## src/assert_macros.svh

```systemverilog
// Assertion helpers for the RTL files.
`ifndef ASSERT_MACROS_SVH
`define ASSERT_MACROS_SVH

// Clocked assertion that is switched off while reset is held.
`define ASSERT_CLK(lbl, prop, msg) \
  lbl: assert property (@(posedge clk) disable iff (!rst_n) prop) else $error(msg);

// Clocked assertion that also holds while reset is held.
`define ASSERT_ALWAYS(lbl, prop, msg) \
  lbl: assert property (@(posedge clk) prop) else $error(msg);

`endif

```

## src/slpsf_pkg.sv

```systemverilog
`default_nettype none

package slpsf_pkg;

  localparam int GLYPH_COUNT_DEF = 16;
  localparam int GLYPH_BYTES     = 32;

  localparam logic CMD_WRITE = 1'b0;
  localparam logic CMD_EMIT  = 1'b1;

  typedef struct packed {
    logic       go;
    logic [3:0] first;
    logic [3:0] offset;
    logic [1:0] line;
  } emit_req_t;

endpackage

`default_nettype wire

```

## src/slpsf_glyph_mem.sv

```systemverilog
`default_nettype none

module slpsf_glyph_mem #(
  parameter int Depth = 512,
  parameter int AddrW = $clog2(Depth)
) (
  input  wire logic             clk,
  input  wire logic             en,
  input  wire logic             we,
  input  wire logic [AddrW-1:0] addr,
  input  wire logic [7:0]       wdata,
  output logic      [7:0]       rdata
);

  logic [7:0] mem_r [Depth];
  logic [7:0] rdata_r;

  always_ff @(posedge clk) begin
    if (en) begin
      if (we) begin
        mem_r[addr] <= wdata;
      end else begin
        rdata_r <= mem_r[addr];
      end
    end
  end

  assign rdata = rdata_r;

endmodule

`default_nettype wire

```

## src/slpsf_scan_seq.sv

```systemverilog
`default_nettype none

`include "assert_macros.svh"

module slpsf_scan_seq
  import slpsf_pkg::*;
#(
  parameter int GlyphCount = GLYPH_COUNT_DEF,
  parameter int AddrW      = $clog2(GlyphCount * GLYPH_BYTES)
) (
  input  wire logic             clk,
  input  wire logic             rst_n,
  input  wire emit_req_t        req,
  input  wire logic [7:0]       port,
  output logic                  rd_en,
  output logic      [AddrW-1:0] rd_addr,
  input  wire logic [7:0]       rd_data,
  output logic                  busy,
  output logic                  out_strobe,
  output logic      [7:0]       out_shift_byte,
  output logic      [7:0]       out_port_select,
  output logic      [1:0]       out_latch_line,
  output logic                  out_last
);

  logic       active_r, active_nxt;
  logic [4:0] step_r, step_nxt;
  logic [3:0] first_r;
  logic [3:0] offset_r;
  logic [1:0] line_r;

  logic       vld_d1_r;
  logic       which_d1_r;
  logic [3:0] idx_d1_r;
  logic       blank_d1_r;
  logic [7:0] hi_byte_r;

  logic       strobe_r;
  logic [7:0] byte_r;
  logic [7:0] port_r;
  logic       last_r;

  logic [3:0]  idx;
  logic        which;
  logic [3:0]  row;
  logic [2:0]  kk;
  logic [4:0]  glyph;
  logic        blank;
  logic [9:0]  addr_full;
  logic [7:0]  lo_byte;
  logic [15:0] pair;

  always_comb begin
    idx       = step_r[4:1];
    which     = step_r[0];
    row       = {~idx[1:0], line_r};
    kk        = {1'b0, idx[3:2]} + {2'b00, offset_r[3]} + {2'b00, which};
    glyph     = {1'b0, first_r} + {3'b000, kk[2:1]};
    blank     = 32'(glyph) >= GlyphCount;
    addr_full = {glyph, row, kk[0]};
    lo_byte   = blank_d1_r ? 8'h00 : rd_data;
    pair      = {hi_byte_r, lo_byte} << offset_r[2:0];
  end

  always_comb begin
    active_nxt = active_r;
    step_nxt   = step_r;
    if (active_r) begin
      step_nxt = step_r + 5'd1;
      if (step_r == 5'd31) begin
        active_nxt = 1'b0;
      end
    end else if (req.go) begin
      active_nxt = 1'b1;
      step_nxt   = '0;
    end
  end

  always_ff @(posedge clk) begin
    if (!rst_n) begin
      active_r <= 1'b0;
      step_r   <= '0;
      vld_d1_r <= 1'b0;
      strobe_r <= 1'b0;
    end else begin
      active_r <= active_nxt;
      step_r   <= step_nxt;
      vld_d1_r <= active_r;
      strobe_r <= vld_d1_r && which_d1_r;
    end
  end

  always_ff @(posedge clk) begin
    if (!active_r && req.go) begin
      first_r  <= req.first;
      offset_r <= req.offset;
      line_r   <= req.line;
    end
    which_d1_r <= which;
    idx_d1_r   <= idx;
    blank_d1_r <= blank;
    if (vld_d1_r && !which_d1_r) begin
      hi_byte_r <= lo_byte;
    end
    if (vld_d1_r && which_d1_r) begin
      byte_r <= pair[15:8];
      port_r <= port;
      last_r <= idx_d1_r == 4'd15;
    end
  end

  assign rd_en           = active_r;
  assign rd_addr         = AddrW'(addr_full);
  assign busy            = active_r || vld_d1_r;
  assign out_strobe      = strobe_r;
  assign out_shift_byte  = byte_r;
  assign out_port_select = port_r;
  assign out_latch_line  = line_r;
  assign out_last        = strobe_r && last_r;

  `ASSERT_CLK(a_strobe_spaced, out_strobe |=> !out_strobe, "result strobes in adjacent cycles")
  `ASSERT_CLK(a_go_busy, (req.go && !busy) |=> busy, "emit accepted but block not busy")
  `ASSERT_CLK(a_strobe_in_emit, out_strobe |-> $past(vld_d1_r), "result without a read")
  `ASSERT_CLK(a_wrap_ends, (active_r && step_r == 5'd31) |=> !active_r, "read sweep overran")

endmodule

`default_nettype wire

```

## src/scrolling_led_panel_scan_feeder.sv

```systemverilog
`default_nettype none

// Quarter-scan feeder for a 16x32 scrolling LED panel. A write command (busy stays low) stores
// one glyph byte; an emit command produces 16 shift bytes, one strobe per byte, with last high
// on the sixteenth. An emit keeps busy high until its reads are done, as each shift byte needs
// two reads of the single-port glyph memory.
// The receiver cannot stall, so every strobe must be taken.
// Glyph bytes must be written before an emit reads them.
module scrolling_led_panel_scan_feeder
  import slpsf_pkg::*;
#(
  parameter int GlyphCount = GLYPH_COUNT_DEF
) (
  input  wire logic       clk,
  input  wire logic       rst_n,
  input  wire logic       start,
  output logic            busy,
  input  wire logic       in_command,
  input  wire logic [8:0] in_glyph_address,
  input  wire logic [7:0] in_glyph_byte,
  input  wire logic [3:0] in_first_character,
  input  wire logic [3:0] in_bit_offset,
  input  wire logic [1:0] in_scan_line,
  input  wire logic       cfg_we,
  input  wire logic [7:0] cfg_wdata,
  output logic            out_strobe,
  output logic      [7:0] out_shift_byte,
  output logic      [7:0] out_port_select,
  output logic      [1:0] out_latch_line,
  output logic            out_last
);

  localparam int StoreDepth = GlyphCount * GLYPH_BYTES;
  localparam int AddrW      = $clog2(StoreDepth);

  logic [7:0]       panel_port_r;
  logic             accept;
  logic             wr_en;
  emit_req_t        req;
  logic             rd_en;
  logic [AddrW-1:0] rd_addr;
  logic [7:0]       rd_data;
  logic             mem_en;
  logic [AddrW-1:0] mem_addr;

  always_ff @(posedge clk) begin
    if (!rst_n) begin
      panel_port_r <= '0;
    end else if (cfg_we) begin
      panel_port_r <= cfg_wdata;
    end
  end

  always_comb begin
    accept     = start && !busy;
    wr_en      = accept && (in_command == CMD_WRITE) &&
                 (32'(in_glyph_address) < StoreDepth);
    req.go     = accept && (in_command == CMD_EMIT);
    req.first  = in_first_character;
    req.offset = in_bit_offset;
    req.line   = in_scan_line;
    mem_en     = wr_en || rd_en;
    mem_addr   = rd_en ? rd_addr : AddrW'(in_glyph_address);
  end

  slpsf_glyph_mem #(
    .Depth (StoreDepth),
    .AddrW (AddrW)
  ) u_mem (
    .clk   (clk),
    .en    (mem_en),
    .we    (wr_en),
    .addr  (mem_addr),
    .wdata (in_glyph_byte),
    .rdata (rd_data)
  );

  slpsf_scan_seq #(
    .GlyphCount (GlyphCount),
    .AddrW      (AddrW)
  ) u_seq (
    .clk             (clk),
    .rst_n           (rst_n),
    .req             (req),
    .port            (panel_port_r),
    .rd_en           (rd_en),
    .rd_addr         (rd_addr),
    .rd_data         (rd_data),
    .busy            (busy),
    .out_strobe      (out_strobe),
    .out_shift_byte  (out_shift_byte),
    .out_port_select (out_port_select),
    .out_latch_line  (out_latch_line),
    .out_last        (out_last)
  );

endmodule

`default_nettype wire
```

## config.mk

```make
export PLATFORM = sky130hd
export DESIGN_NAME = scrolling_led_panel_scan_feeder
export DESIGN_NICKNAME = d
export VERILOG_FILES = /design/src/slpsf_pkg.sv /design/src/slpsf_glyph_mem.sv /design/src/slpsf_scan_seq.sv /design/src/scrolling_led_panel_scan_feeder.sv
export VERILOG_INCLUDE_DIRS = /design/src /design/src/src
export SDC_FILE = /design/constraint.sdc
export NUM_CORES = 2
export LEC_CHECK = 0
export ABC_CLOCK_PERIOD_IN_PS = 4200
export BUFFER_PORTS_ARGS = -buffer_cell sky130_fd_sc_hd__buf_2
export CAP_MARGIN = 25
export CORE_ASPECT_RATIO = 1.75
export CORE_MARGIN = 4
export CORE_UTILIZATION = 55
export DETAILED_ROUTE_END_ITERATION = 7
export PLACE_DENSITY_LB_ADDON = 0.25
export RECOVER_POWER = 50
export REMOVE_ABC_BUFFERS = 1
export SYNTH_ARGS = -nofsm -noshare
export SYNTH_HDL_FRONTEND = slang
export SYNTH_SLANG_ARGS = --single-unit
```

## constraint.sdc

```tcl
create_clock -name clk -period 4.2 [get_ports clk]
set_input_delay 0.84 -clock clk [delete_from_list [all_inputs] [get_ports clk]]
set_output_delay 0.84 -clock clk [all_outputs]
set_load 0.05 [all_outputs]
```

==> flow_summary.json <==
{
  "grt_pass1_wl_um": 625200,
  "instances_no_fill": 14433,
  "syn_inst": 9337,
  "p_switching_mw": 18.92,
  "grt-ovfl-total": 0,
  "initial_core_util_pct": 55.29,
  "power_frac_comb_pct": 8.4,
  "synth_most_common_cell": "edfxtp_1",
  "dpl_cell_area_sq_um": 173900,
  "maxCapViolCount": 30,
  "crit_type": "reg -> reg",
  "row_count": 262,
  "p_sw_share_pct": 22.24,
  "yosys_register_bits": 4161,
  "crit_top_cell": "buf_12",
  "clk_pin_slew_ns": 0.06,
  "p_clk_share_pct": 37.9,
  "fmax_mhz": 230.7,
  "place_congestion": 0.8996,
  "grt_use_total_pct": 28.33,
  "synth_compound_area_share_pct": 5.292,
  "synth_cell_types": 50,
  "synth_common_cells": "4139 x edfxtp_1, 1879 x mux2i_1, 1025 x o22ai_1",
  "synth_area_sq_um": 160900,
  "io_pins": 61,
  "synthMuxAreaShare_pct": 11.77,
  "finalHoldViolations": 0,
  "syn_area_per_cell_sq_um": 17.24,
  "synthFlopType": "edfxtp_1",
  "drive_above_1_share_pct": 17.76,
  "drt_iter0_markers": 10026,
  "vias": 90646,
  "rsz0062_at_grt": "yes",
  "portBuffers": 60,
  "violations": "capacitance limit, slew limit, setup timing",
  "final_nets": 10375,
  "arrival_ns": 4.95,
  "synth_edf_count": 4139,
  "pwr-share-seq_pct": 53.8,
  "ir_drop_uv": 327.3,
  "grt_pass1_vias": 91700,
  "p_leak_nw": 65.27,
  "yosys.area.top_type": "edfxtp_1",
  "numCtsBuffers": 350,
  "dp_cells": 13747,
  "synth_fa_ha_area_share_pct": 0.06375,
  "async_flop_share_pct": 0,
  "drtAntennaViolNets": 0,
  "cp-start-kind": "flop",
  "met2_usage_pct": 49.85,
  "cp_max_fo": 24,
  "synth_top_family_by_area": "multiplexers",
  "period_share_pct": 103.2,
  "cts.sinks": 4161,
  "worst_pin_slew_ns": 4.400,
  "grt_most_used_layer": "met2",
  "hold_class": "in -> reg",
  "die_x_um": 416.9,
  "crit_path_max_incr_delay_ns": 0.53,
  "via_per_inst": 6.280,
  "firstDrtPassIters": 6,
  "worst_path_max_delay_cell": "fa_1",
  "yosys.area_share.simple_pct": 3.537,
  "area_delta_synth_final_pct": 15.88,
  "final_area_sq_um": 186500,
  "slew_headroom_pct": -193.3,
  "synth_xor_area_share_pct": 0.01088,
  "crit_buf_inv": 7,
  "seq_area_frac_synth_pct": 77.50,
  "dieArea_sq_um": 301700,
  "setup_viol": 136,
  "wl_per_cell_um": 30.36,
  "required_ns": 4.82,
  "h-tree-depth": 5,
  "antenna_found_initial": 9,
  "route.detailed.drc": 0,
  "root_buffer": "clkbuf_16",
  "status": "finished with violations",
  "wirelength_um": 438200,
  "hpwlAfterDp_um": 271800,
  "final_max_slew_viol_count": 2128,
  "synth_warnings": 0,
  "netlist_top_cells_area": "edfxtp_1 77%, mux2i_1 12%, o22ai_1 4.0%",
  "total_power_mw": 85.08,
  "fin_ws_ns": -0.1342,
  "use_met1_pct": 33.75,
  "use_met3_pct": 3.839,
  "synth_top_area_share_pct": 77.23,
  "core_sq_um": 291100,
  "cts_max_path_buffers": 4,
  "cp_cell_sequence": "fa_1, mux2i_4, buf_12, buf_16, buf_12, buf_16, buf_4, buf_12, buf_4, mux2i_1, o22ai_1, o41ai_1, nand4_1, a22oi_2, nand4_1",
  "fp.dieH_um": 723.6,
  "preCtsSetupSlack_ns": -0.8931,
  "tns_ns": -6.600,
  "finClkSkew_ns": 0.04061,
  "grt_max_degree": 159,
  "power_density_nw_per_um2": 456.2,
  "crit_family": "buffers and inverters",
  "period_minus_slack_ns": 4.334,
  "clk_latency_ns": 0.89,
  "endpoint_kind": "flop",
  "cts_tree": "done",
  "internal_power_mw": 66.16
}
[timing repair]
item | in CTS | in global routing
pin swaps | 21 | 23
hold buffers | 0 | 0
endpoints found under the setup margin | 8 | 55
setup buffers | 15 | 29
gates cloned | 8 | 8
resized for setup | 123 | 94
[placed cells by master, fill, tap and decap left out, types with 8 or more instances in the layout]
cell type / netlist / routed
nor4_1: 192 / 151
buf_2: 298 / 57
o21ai_4: 0 / 8
clkbuf_16: 0 / 374
o21ai_1: 10 / 16
edfxtp_1: 4139 / 4139
nand2_1: 451 / 432
nand2_4: 0 / 16
nand4_1: 24 / 24
o22ai_1: 1025 / 1007
clkbuf_4: 0 / 8
o21ai_2: 6 / 10
nor2_1: 529 / 526
nor2b_1: 26 / 26
buf_12: 0 / 126
clkinv_2: 0 / 50
nor4_2: 0 / 39
clkinvlp_4: 0 / 18
bufinv_16: 0 / 30
o41ai_2: 0 / 17
buf_6: 12 / 18
mux2_2: 8 / 8
clkbuf_2: 0 / 27
mux2i_1: 1879 / 1858
clkinv_1: 0 / 81
buf_4: 53 / 950
a21oi_1: 203 / 203
or4_1: 32 / 32
o41ai_1: 64 / 43
dfxtp_1: 22 / 21
o21ai_0: 49 / 31
o22ai_2: 0 / 16
clkbuf_1: 203 / 86
mux2i_2: 0 / 16
buf_16: 0 / 23
[registers in the layout (all words and copies together), names as in the netlist]
signal / cells
u_seq.step_r: 5
u_seq.out_shift_byte: 8
u_seq.out_latch_line: 2
u_seq.out_port_select: 8
u_seq.rd_en: 1
u_mem.rdata: 8
u_seq.out_strobe: 1
u_seq.blank_d1_r: 1
u_seq.offset_r: 4
u_seq.hi_byte_r: 8
u_seq.which_d1_r: 1
u_seq.first_r: 4
u_seq.vld_d1_r: 1
u_seq.idx_d1_r: 4
panel_port_r: 8
u_seq.last_r: 1
u_mem.mem_r: 4096
[cell type report]
type	count	area (sq um)
repair buffers	1245	11450
inverters	2	7.507
clock buffers	435	9448
multi-input cells	4568	34360
flip-flops and latches	4161	124700
fillers	19671	104600
clock inverters	191	1703
well taps	3828	4790
diodes	3	7.507
[path summary, 6_finish.rpt]
path | slack (ns) | end | from | cells after the start
worst max-delay path | -0.13 | u_mem.rdata[7] | u_seq.offset_r[3] | 15
worst min-delay path | 0.13 | u_seq.first_r[0] | in_first_character[0] | 1
worst max register to register | -0.13 | u_mem.rdata[7] | u_seq.offset_r[3] | 15
worst min register to register | 0.41 | u_seq.idx_d1_r[3] | u_seq.step_r[4] | 0
[per-stage QoR]
stage,hold slack [ns],utilization [%]
6_report,0.1304,64.07
5_1_grt,0.1087,64.07
4_1_cts,0.06250,63.92
3_5_place_dp,0.3962,59.75
3_3_place_gp,0.3965,59.74
2_1_floorplan,0.3675,-
[routing by layer]
layer / share of wire (%) / vias to the layer above
met1: 35 / 46281
met5: 0 / -
met3: 7.1 / 1017
met4: 6.4 / 0
met2: 51 / 4277
li1: - / 39071
[power groups by stage]
| stage | clock (mW) | sequential [mW] | combinational [mW] |
|---|---|---|---|
| after global placement | 0 | 46.6 | 6.55 |
| after global routing | 34.2 | 45.7 | 7.33 |
| final | 32.2 | 45.8 | 7.11 |
| after CTS | 32.5 | 45.7 | 6.91 |
| after floorplan | 0 | 46.6 | 6.92 |
| after detailed placement | 0 | 46.6 | 6.66 |
[worst reg2reg max path, cell delays in order (launching register included)]
cell,delay [ns]
edfxtp_1,0.39
fa_1,0.53
mux2i_4,0.18
buf_12,0.16
buf_16,0.17
buf_12,0.13
buf_16,0.15
buf_4,0.16
buf_12,0.20
buf_4,0.37
mux2i_1,0.26
o22ai_1,0.13
o41ai_1,0.43
nand4_1,0.21
a22oi_2,0.41
nand4_1,0.16
[cells by family (layout without fill, tap and decap cells)]
group,after synthesis,count (layout)
DFF,4161,4161
muxes,1889,1889
AOI/OAI and AO/OA,1379,1379
and+or+nand+nor,1291,1291
buffers and inverters,608,1873
adders and majority gates,7,7
xor gates and xnor gates,2,2
other,0,3
Power figures use the tool's default switching activity.
